## src/sv/stps_pkg.sv

```systemverilog
// Shared types and constants of the servo throttle position shaper.
package stps_pkg;

  localparam int unsigned POT_W   = 10;
  localparam int unsigned PITCH_W = 12;
  localparam int unsigned POS_W   = 8;
  localparam int unsigned CFG_IW  = 4;
  localparam int unsigned CFG_DW  = 10;

  localparam logic [CFG_IW-1:0] REG_CAL_MIN      = 4'd0;
  localparam logic [CFG_IW-1:0] REG_CAL_MAX      = 4'd1;
  localparam logic [CFG_IW-1:0] REG_REVERSE      = 4'd2;
  localparam logic [CFG_IW-1:0] REG_LIMIT_POS    = 4'd3;
  localparam logic [CFG_IW-1:0] REG_THROTTLE_POS = 4'd4;
  localparam logic [CFG_IW-1:0] REG_GYRO_HORIZ   = 4'd5;
  localparam logic [CFG_IW-1:0] REG_GYRO_THR     = 4'd6;
  localparam logic [CFG_IW-1:0] REG_SHORT_EN     = 4'd7;

  localparam logic [POT_W-1:0] RST_CAL_MIN      = 10'd538;
  localparam logic [POT_W-1:0] RST_CAL_MAX      = 10'd1023;
  localparam logic [POS_W-1:0] RST_LIMIT_POS    = 8'd10;
  localparam logic [POS_W-1:0] RST_THROTTLE_POS = 8'd20;
  localparam logic [POS_W-1:0] RST_GYRO_HORIZ   = 8'd10;
  localparam logic [POS_W-1:0] RST_GYRO_THR     = 8'd20;
  localparam logic [POS_W-1:0] RST_SLEW_POS     = 8'd90;

  localparam logic [POS_W-1:0] POS_LOW    = 8'd25;
  localparam logic [POS_W-1:0] POS_HIGH   = 8'd180;
  localparam logic [POS_W-1:0] SHORT_HIGH = 8'd178;
  localparam logic [POS_W-1:0] SHORT_LOW  = 8'd26;
  localparam int unsigned      POS_SPAN   = 155;
  localparam int unsigned      PITCH_SPAN = 900;

  typedef struct packed {
    logic [POT_W-1:0]   pot_sample;
    logic [PITCH_W-1:0] pitch_angle;
    logic               gyro_inverted;
    logic               gyro_active;
    logic               move_enable;
  } in_item_t;

  typedef struct packed {
    logic [POS_W-1:0] target_position;
    logic [POS_W-1:0] servo_position;
    logic             line_circuit;
    logic             throttle_clamped;
    logic             throttle_hold;
  } out_item_t;

endpackage

```

## src/sv/stps_if.sv

```systemverilog
// Handshake channel interfaces for input items, result items and register writes.
interface stps_in_if;
  logic                valid;
  logic                ready;
  stps_pkg::in_item_t  data;
  modport source (output valid, output data, input ready);
  modport sink (input valid, input data, output ready);
endinterface

interface stps_out_if;
  logic                valid;
  logic                ready;
  stps_pkg::out_item_t data;
  modport source (output valid, output data, input ready);
  modport sink (input valid, input data, output ready);
endinterface

interface stps_cfg_if;
  logic                          valid;
  logic                          ready;
  logic [stps_pkg::CFG_IW-1:0]   index;
  logic [stps_pkg::CFG_DW-1:0]   data;
  modport source (output valid, output index, output data, input ready);
  modport sink (input valid, input index, input data, output ready);
endinterface

```

## src/sv/servo_throttle_position_shaper_unit.sv

```systemverilog
// Throttle servo shaper: calibration map, clamps, gyro remap and slew step.
// One shared multiplier and a two-bit-per-cycle restoring divider do the two linear maps.
// An accepted item runs the load, divide, fix, clamp and slew states before result valid;
// the gyro remap adds a divide and fix, an equal calibration range skips the first pair.
// One item at a time: the next item can be accepted in the cycle after the result is taken.
// Reset (rst_ni low, asynchronous) loads register defaults, slew position 90, hold clear.
module servo_throttle_position_shaper_unit (
  input  logic        clk_i,
  input  logic        rst_ni,
  stps_in_if.sink     in_i,
  stps_out_if.source  out_o,
  stps_cfg_if.sink    cfg_i
);

  localparam int unsigned DIV_W   = 20;
  localparam int unsigned DEN_W   = 10;
  localparam int unsigned DIV_SPC = 2;
  localparam int unsigned DIV_CYC = DIV_W / DIV_SPC;
  localparam int unsigned CNT_W   = $clog2(DIV_CYC);
  localparam int unsigned SUM_W   = DIV_W + 2;

  typedef enum logic [7:0] {
    S_IDLE  = 8'b0000_0001,
    S_LOAD  = 8'b0000_0010,
    S_DIV   = 8'b0000_0100,
    S_FIX   = 8'b0000_1000,
    S_CLAMP = 8'b0001_0000,
    S_SLEW  = 8'b0010_0000,
    S_OUT   = 8'b0100_0000
  } state_e;

  state_e state_q, state_d;

  logic [stps_pkg::POT_W-1:0] cal_min_q, cal_max_q;
  logic                       reverse_q, short_en_q;
  logic [stps_pkg::POS_W-1:0] lim_q, thr_q, gh_q, gt_q;

  stps_pkg::in_item_t  item_q;
  stps_pkg::out_item_t out_q;
  logic [stps_pkg::POS_W-1:0] slew_q, val_q;
  logic hold_q, line_q, clamped_q, phase_q, neg_q;
  logic [DIV_W-1:0]  num_q, num_n;
  logic [DEN_W-1:0]  den_q, rem_q, rem_n;
  logic [7:0]        off_q;
  logic [CNT_W-1:0]  cnt_q;

  function automatic logic [stps_pkg::POS_W-1:0] sat8(input logic signed [SUM_W-1:0] v);
    if (v < 0) begin
      return '0;
    end else if (v > 255) begin
      return 8'd255;
    end else begin
      return v[stps_pkg::POS_W-1:0];
    end
  endfunction

  assign in_i.ready  = (state_q == S_IDLE);
  assign cfg_i.ready = 1'b1;
  assign out_o.valid = (state_q == S_OUT);
  assign out_o.data  = out_q;

  // Shared multiplier operands.
  logic               sel_gyro, pneg;
  logic signed [12:0] mul_x, pitch_s, cal_x, cal_d;
  logic signed [9:0]  mul_c, end_gh, gh_gt;
  logic signed [22:0] prod;
  logic [22:0]        prod_abs;
  logic [12:0]        cal_d_abs;
  logic [DEN_W-1:0]   mul_den;
  logic               den_neg;
  logic [7:0]         mul_off;
  logic [stps_pkg::POS_W-1:0] end_pos;

  always_comb begin
    sel_gyro  = (state_q == S_CLAMP);
    pitch_s   = $signed({item_q.pitch_angle[stps_pkg::PITCH_W-1], item_q.pitch_angle});
    pneg      = item_q.pitch_angle[stps_pkg::PITCH_W-1];
    end_pos   = reverse_q ? stps_pkg::POS_LOW : stps_pkg::POS_HIGH;
    end_gh    = $signed({2'b00, end_pos}) - $signed({2'b00, gh_q});
    gh_gt     = $signed({2'b00, gh_q}) - $signed({2'b00, gt_q});
    cal_x     = $signed({3'b000, item_q.pot_sample}) - $signed({3'b000, cal_min_q});
    cal_d     = $signed({3'b000, cal_max_q}) - $signed({3'b000, cal_min_q});
    cal_d_abs = cal_d[12] ? 13'(-cal_d) : 13'(cal_d);
    if (sel_gyro) begin
      if (pneg) begin
        mul_x   = item_q.gyro_inverted ? pitch_s : 13'(pitch_s + 13'sd900);
        mul_c   = end_gh;
        mul_off = gh_q;
      end else begin
        mul_x   = item_q.gyro_inverted ? 13'(pitch_s - 13'sd900) : pitch_s;
        mul_c   = gh_gt;
        mul_off = gt_q;
      end
      mul_den = DEN_W'(stps_pkg::PITCH_SPAN);
      den_neg = item_q.gyro_inverted;
    end else begin
      mul_x   = cal_x;
      mul_c   = reverse_q ? -10'(stps_pkg::POS_SPAN) : 10'(stps_pkg::POS_SPAN);
      mul_off = reverse_q ? stps_pkg::POS_HIGH : stps_pkg::POS_LOW;
      mul_den = cal_d_abs[DEN_W-1:0];
      den_neg = cal_d[12];
    end
    prod     = 23'(mul_x) * 23'(mul_c);
    prod_abs = prod[22] ? 23'(-prod) : 23'(prod);
  end

  // Two restoring division steps per cycle.
  logic [DEN_W:0] trial;
  always_comb begin
    rem_n = rem_q;
    num_n = num_q;
    trial = '0;
    for (int i = 0; i < DIV_SPC; i++) begin
      trial = {rem_n, num_n[DIV_W-1]};
      num_n = {num_n[DIV_W-2:0], 1'b0};
      if (trial >= {1'b0, den_q}) begin
        rem_n    = DEN_W'(trial - {1'b0, den_q});
        num_n[0] = 1'b1;
      end else begin
        rem_n = trial[DEN_W-1:0];
      end
    end
  end

  // Quotient with sign and offset, plus the gyro bound.
  logic signed [SUM_W-1:0] quo_s, sum_s, gyro_s;
  always_comb begin
    quo_s  = neg_q ? -$signed({2'b00, num_q}) : $signed({2'b00, num_q});
    sum_s  = quo_s + $signed({{(SUM_W-8){1'b0}}, off_q});
    gyro_s = sum_s;
    if (!reverse_q && sum_s < $signed({{(SUM_W-8){1'b0}}, gt_q})) begin
      gyro_s = $signed({{(SUM_W-8){1'b0}}, gt_q});
    end else if (reverse_q && sum_s > $signed({{(SUM_W-8){1'b0}}, gt_q})) begin
      gyro_s = $signed({{(SUM_W-8){1'b0}}, gt_q});
    end
  end

  // Safety, throttle and gyro decisions on the mapped value.
  logic line_c, clamp_c, gh_c, remap_c;
  always_comb begin
    if (!reverse_q) begin
      line_c  = (val_q > stps_pkg::SHORT_HIGH && short_en_q && !item_q.gyro_active) ||
                (val_q < lim_q);
      clamp_c = val_q < thr_q;
      gh_c    = val_q > gh_q;
    end else begin
      line_c  = (val_q < stps_pkg::SHORT_LOW && short_en_q && !item_q.gyro_active) ||
                (val_q > lim_q);
      clamp_c = val_q > thr_q;
      gh_c    = val_q < gh_q;
    end
    remap_c = !line_c && !clamp_c && gh_c && item_q.gyro_active;
  end

  always_comb begin
    state_d = state_q;
    case (state_q)
      S_IDLE:  if (in_i.valid) state_d = S_LOAD;
      S_LOAD:  state_d = (cal_min_q == cal_max_q) ? S_CLAMP : S_DIV;
      S_DIV:   if (cnt_q == CNT_W'(DIV_CYC - 1)) state_d = S_FIX;
      S_FIX:   state_d = phase_q ? S_SLEW : S_CLAMP;
      S_CLAMP: state_d = remap_c ? S_DIV : S_SLEW;
      S_SLEW:  state_d = S_OUT;
      S_OUT:   if (out_o.ready) state_d = S_IDLE;
      default: state_d = S_IDLE;
    endcase
  end

  always_ff @(posedge clk_i or negedge rst_ni) begin
    if (!rst_ni) begin
      state_q    <= S_IDLE;
      cal_min_q  <= stps_pkg::RST_CAL_MIN;
      cal_max_q  <= stps_pkg::RST_CAL_MAX;
      reverse_q  <= 1'b0;
      lim_q      <= stps_pkg::RST_LIMIT_POS;
      thr_q      <= stps_pkg::RST_THROTTLE_POS;
      gh_q       <= stps_pkg::RST_GYRO_HORIZ;
      gt_q       <= stps_pkg::RST_GYRO_THR;
      short_en_q <= 1'b0;
      slew_q     <= stps_pkg::RST_SLEW_POS;
      hold_q     <= 1'b0;
      cnt_q      <= '0;
      phase_q    <= 1'b0;
    end else begin
      state_q <= state_d;
      if (cfg_i.valid) begin
        case (cfg_i.index)
          stps_pkg::REG_CAL_MIN:      cal_min_q  <= cfg_i.data;
          stps_pkg::REG_CAL_MAX:      cal_max_q  <= cfg_i.data;
          stps_pkg::REG_REVERSE:      reverse_q  <= cfg_i.data[0];
          stps_pkg::REG_LIMIT_POS:    lim_q      <= cfg_i.data[stps_pkg::POS_W-1:0];
          stps_pkg::REG_THROTTLE_POS: thr_q      <= cfg_i.data[stps_pkg::POS_W-1:0];
          stps_pkg::REG_GYRO_HORIZ:   gh_q       <= cfg_i.data[stps_pkg::POS_W-1:0];
          stps_pkg::REG_GYRO_THR:     gt_q       <= cfg_i.data[stps_pkg::POS_W-1:0];
          stps_pkg::REG_SHORT_EN:     short_en_q <= cfg_i.data[0];
          default: ;
        endcase
      end
      case (state_q)
        S_LOAD: begin
          phase_q <= 1'b0;
          cnt_q   <= '0;
        end
        S_DIV:   cnt_q <= CNT_W'(cnt_q + 1'b1);
        S_CLAMP: begin
          cnt_q   <= '0;
          phase_q <= 1'b1;
          if (!line_c) begin
            if (clamp_c) begin
              hold_q <= 1'b1;
            end else if (gh_c) begin
              hold_q <= 1'b0;
            end
          end
        end
        S_SLEW: begin
          if (item_q.move_enable) begin
            if (slew_q < val_q) begin
              slew_q <= slew_q + 1'b1;
            end else if (slew_q > val_q) begin
              slew_q <= slew_q - 1'b1;
            end
          end
        end
        default: ;
      endcase
    end
  end

  logic [stps_pkg::POS_W-1:0] slew_next;
  always_comb begin
    slew_next = slew_q;
    if (item_q.move_enable) begin
      if (slew_q < val_q) begin
        slew_next = slew_q + 1'b1;
      end else if (slew_q > val_q) begin
        slew_next = slew_q - 1'b1;
      end
    end
  end

  always_ff @(posedge clk_i) begin
    if (state_q == S_IDLE && in_i.valid) begin
      item_q <= in_i.data;
    end
    if ((state_q == S_LOAD) || (state_q == S_CLAMP && remap_c)) begin
      num_q <= prod_abs[DIV_W-1:0];
      den_q <= mul_den;
      rem_q <= '0;
      neg_q <= prod[22] ^ den_neg;
      off_q <= mul_off;
    end else if (state_q == S_DIV) begin
      num_q <= num_n;
      rem_q <= rem_n;
    end
    case (state_q)
      S_LOAD: val_q <= stps_pkg::POS_LOW;
      S_FIX:  val_q <= phase_q ? sat8(gyro_s) : sat8(sum_s);
      S_CLAMP: begin
        line_q    <= line_c;
        clamped_q <= !line_c && clamp_c;
        if (line_c) begin
          val_q <= lim_q;
        end else if (clamp_c) begin
          val_q <= thr_q;
        end
      end
      S_SLEW: begin
        out_q.target_position  <= val_q;
        out_q.servo_position   <= slew_next;
        out_q.line_circuit     <= line_q;
        out_q.throttle_clamped <= clamped_q;
        out_q.throttle_hold    <= hold_q;
      end
      default: ;
    endcase
  end

endmodule
```

## src/flat_wrapper.sv

```systemverilog
// flat-port wrapper written by rule: the top's interface ports become plain ports
module servo_throttle_position_shaper_unit_flat 
  (clk_i, rst_ni, in_i_valid, in_i_data, in_i_ready, out_o_valid, out_o_data, out_o_ready, cfg_i_valid, cfg_i_index, cfg_i_data, cfg_i_ready);
  stps_in_if in_i_i ();
  stps_out_if out_o_i ();
  stps_cfg_if cfg_i_i ();
  input  logic clk_i;
  input  logic rst_ni;
  input wire logic [$bits(in_i_i.valid)-1:0] in_i_valid;
  input wire logic [$bits(in_i_i.data)-1:0] in_i_data;
  output wire logic [$bits(in_i_i.ready)-1:0] in_i_ready;
  output wire logic [$bits(out_o_i.valid)-1:0] out_o_valid;
  output wire logic [$bits(out_o_i.data)-1:0] out_o_data;
  input wire logic [$bits(out_o_i.ready)-1:0] out_o_ready;
  input wire logic [$bits(cfg_i_i.valid)-1:0] cfg_i_valid;
  input wire logic [$bits(cfg_i_i.index)-1:0] cfg_i_index;
  input wire logic [$bits(cfg_i_i.data)-1:0] cfg_i_data;
  output wire logic [$bits(cfg_i_i.ready)-1:0] cfg_i_ready;
  assign in_i_i.valid = in_i_valid;
  assign in_i_i.data = in_i_data;
  assign in_i_ready = in_i_i.ready;
  assign out_o_valid = out_o_i.valid;
  assign out_o_data = out_o_i.data;
  assign out_o_i.ready = out_o_ready;
  assign cfg_i_i.valid = cfg_i_valid;
  assign cfg_i_i.index = cfg_i_index;
  assign cfg_i_i.data = cfg_i_data;
  assign cfg_i_ready = cfg_i_i.ready;
  servo_throttle_position_shaper_unit u_core (.clk_i(clk_i), .rst_ni(rst_ni), .in_i(in_i_i), .out_o(out_o_i), .cfg_i(cfg_i_i));
endmodule
```

## config.mk

```make
export PLATFORM = sky130hd
export DESIGN_NAME = servo_throttle_position_shaper_unit_flat
export DESIGN_NICKNAME = d
export VERILOG_FILES = /design/src/sv/stps_pkg.sv /design/src/sv/stps_if.sv /design/src/sv/servo_throttle_position_shaper_unit.sv /design/src/flat_wrapper.sv
export SDC_FILE = /design/constraint.sdc
export NUM_CORES = 1
export LEC_CHECK = 0
export ABC_AREA = 1
export BUFFER_PORTS_ARGS = -buffer_cell sky130_fd_sc_hd__buf_2
export CORE_UTILIZATION = 45
export DETAILED_ROUTE_END_ITERATION = 8
export GPL_ROUTABILITY_DRIVEN = 0
export GPL_TIMING_DRIVEN = 0
export SLEW_MARGIN = 5
export SYNTH_ARGS = -nofsm -noshare
export SYNTH_HDL_FRONTEND = slang
export SYNTH_SLANG_ARGS = --single-unit
```

## constraint.sdc

```tcl
create_clock -name clk_i -period 7.3 [get_ports clk_i]
set_input_delay 0.73 -clock clk_i [delete_from_list [all_inputs] [get_ports clk_i]]
set_output_delay 0.73 -clock clk_i [all_outputs]
set_load 0.1 [all_outputs]
```

==> impl_metrics.yaml <==
detailed_routing:
  detailroute.via_count: 15700
  wirelength_um: 48400
  drc: 0
  detail-route-antenna-nets: 0
  viasPerCell: 5.21
  drt_iter0_drc: 1015
  wl_per_cell_um: 16.0
  dr.pass1.iters: 6
global_route:
  grt_pass1_vias: 15700
  track_usage_pct: 24.4
  grt.overflow.total: 0
  grt_pass1_wl_um: 79100
  antenna_found_initial: 2
  grt_max_degree: 65
die:
  die_h_um: 202
  initial_core_util_pct: 46.1
  rows: 72
  pin_count: 66
  die_x_um: 202
  core_area_mm2: 0.0391
  die-area_mm2: 0.0409
clock_network:
  path_clk_slew_ns: 0.06
  clock_sinks: 178
  root_buffer: "clkbuf_16"
  htree_levels: 4
  numCtsBuffers: 17
  cts_buffer_depth: 2
  clk_latency_ns: 0.46
  hold_buffers: 0
  cts_tree: "done"
worst_setup_path:
  crit_arrival_ns: 7.72
  required_ns: 7.50
  startpoint_type: "flop"
  crit_top_cell: "fa_1"
  slowest_delay_ns: 0.58
  crit_type: "reg2reg"
  path_max_fanout: 6
  end_kind: "flop"
  slowest_stage: "fa_1"
synthesis:
  ys_seq_area_share_pct: 27.2
  synth_fa_ha_area_share_pct: 25.1
  muxShareOfSynthArea_pct: 0.111
  synth_compound_area_share_pct: 11.1
  ys.flop_type: "edfxtp_1"
  synth_top_family_by_area: "adder cells"
  synth-seq-cells: 178
  synthCells: 2334
  synth_xor_area_share_pct: 4.61
  netlist_top_cells_area: "edfxtp_1 (15%), fa_1 (14%), ha_1 (12%)"
  yosys.area.top_type_share_pct: 15.5
  synth_edf_count: 93
  syn_area_mm2: 0.0180
  yosys.area.top_type: "edfxtp_1"
  yosysWarnings: 0
  syn-num-nets: 2666
  synth-simple-area-share_pct: 21.5
  synth.distinct_cells: 59
  avgSynthCellArea_um2: 7.73
  async_reset_ff_share_pct: 42.1
placement:
  port_buffers: 64
  pre_cts_slack_ns: -1.66
  dpl.hpwl_um: 38200
run:
  cap_violations: 0
cells_and_area:
  drive_gt1_share_pct: 17.4
  syn2layout_area_growth_pct: 16.8
  nets: 2821
  num_antenna_cells: 0
  seqCellArea_mm2: 0.00491
  num-fill-cells: 3757
  multi_input_area_mm2: 0.0120
sta:
  setup_viol: 20
  slew_viol_final: 0
  hold_slack_ns: 0.112
  finalCritPeriodShare_pct: 103
  maxClockFrequency_ghz: 0.133
  rsz0062_at_grt: "true"
  skew_ns: 0.0140
  tns_ns: -2.63
  hold_viol_final: 0
  relSlewSlack_pct: 28.1
  worstMarginPinSlew_ns: 1.08
  fin_ws_ns: -0.225
  fin_crit_ns: 7.53
status:
  violations: "negative setup slack"
  status: "finished with violations"
worst_hold_path:
  hold_class: "in2async"
cell families (layout without fill, tap and decap cells):
family          count (synthesis)  in the layout
xor+xnor                       95             95
buf+inv                       494            661
other cells                     1              1
simple gates                  915            916
flops                         178            178
mux                             2              2
compound gates                361            361
fa+ha+maj                     288            288
final timing paths:
check	from	cells after the start	slack (ns)	end
worst max-delay path	u_core.cal_min_q[1]$_DFFE_PN1P_	36	-0.23	u_core.num_q[13]$_DFFE_PP_
worst min-delay path	rst_ni	1	0.11	u_core.cal_min_q[7]$_DFFE_PN0P_
worst max register to register	u_core.cal_min_q[1]$_DFFE_PN1P_	36	-0.23	u_core.num_q[13]$_DFFE_PP_
worst min register to register	u_core.line_q$_DFFE_PP_	0	0.43	u_core.out_o.data[2]$_DFFE_PP_
max in group asynchronous	rst_ni	2	6.58	u_core.slew_q[4]$_DFFE_PN1P_
min in group clk_i	u_core.line_q$_DFFE_PP_	0	0.43	u_core.out_o.data[2]$_DFFE_PP_
state kept, by name, indices dropped and copies added (netlist names), 8 cells and up:
name and cells:
u_core.cal_max_q 10, u_core.rem_q 10, u_core.gt_q 8, u_core.item_q 25, u_core.out_o.data 19, u_core.val_q 8
u_core.num_q 20, u_core.off_q 8, u_core.gh_q 8, u_core.thr_q 8, u_core.slew_q 8, u_core.den_q 10
u_core.cal_min_q 10, u_core.lim_q 8
per-stage QoR:
stage | util [%] | cell area [um^2] | instances
floorplan | - | 18000 | 2334
global placement | 48.6 | 19000 | 2916
detailed placement | 48.7 | 19100 | 2917
CTS | 52.6 | 20600 | 2994
global route | 53.9 | 21100 | 3020
finish | 53.9 | 21100 | 3020
what timing repair did:
| item | in CTS | in global routing |
|---|---|---|
| pin swaps | 92 | 89 |
| resized for setup | 164 | 89 |
| gates cloned | 1 | 0 |
| setup endpoints to repair | 20 | 20 |
| setup buffers | 46 | 26 |
worst max-delay path: cells and delay by family, from the launching register on:
family | cells | cell delay [ns]
fa+ha+maj | 7 | 3.22
buf+inv | 9 | 0.89
simple gates | 9 | 0.93
flops | 1 | 0.56
compound gates | 10 | 1.44
xor+xnor | 1 | 0.20
Yosys cell counts, types with 4 or more instances:
cell type,instances
nand2_1,514
inv_1,446
nor2_1,192
o21ai_0,178
ha_1,166
fa_1,122
nand3_1,104
a21oi_1,103
edfxtp_1,93
xor2_1,73
dfrtp_1,48
clkbuf_1,28
dfstp_2,27
nand4_1,24
nor3_1,24
xnor2_1,22
o211ai_1,17
nand2_2,13
dfxtp_1,10
o21ai_1,8
o21bai_1,8
a31oi_1,7
buf_2,7
nor2_2,7
nor4_1,7
a22oi_1,6
nand2_4,6
a211oi_1,5
a21o_1,4
inv_2,4
nand3b_1,4
o22ai_1,4
o311ai_0,4
or2_2,4
per-layer routing:
layer / wire length, um / GRT usage, %
met3: 2120 / 3.68
met5: 0 / 0
met4: 875 / 6.18
met2: 23700 / 42.3
met1: 21700 / 31.9
placed cells by master (no fill, tap or decap), types with 7 or more instances in the layout:
cell       count
a21oi_2       11
nand2_2       39
nand3_2        8
nor3_1        20
nand2_1      480
o21bai_1       7
nand3_1       98
xor2_1        64
xnor2_1       20
fa_2          11
o211ai_1      17
dfxtp_1       10
ha_4          16
buf_4         66
nor2_2        26
inv_1        415
buf_6          7
dfstp_2       27
o21ai_1       26
xor2_2         8
o21ai_2       12
clkbuf_16     18
dfrtp_1       45
fa_1         111
clkbuf_1      23
o21ai_0      151
nand4_1       24
nand2_4       14
nor2_1       164
ha_1         149
a21oi_1       91
buf_2         71
edfxtp_1      93
inv_2         27
nor2_4        12
layout make-up:
| cell class | count | area share (%) |
|---|---|---|
| flip-flops and latches | 178 | 23.3 |
| plain buffers | 39 | 0.927 |
| multi-input cells | 1663 | 57.2 |
| clock buffers | 24 | 2.36 |
| well taps | 518 | 3.08 |
| clock inverters | 8 | 0.333 |
| repair buffers | 137 | 4.55 |
| inverters | 453 | 8.25 |
Power is not shown: default switching activity piles up to over one toggle a cycle in this logic, so the estimate is an artifact.
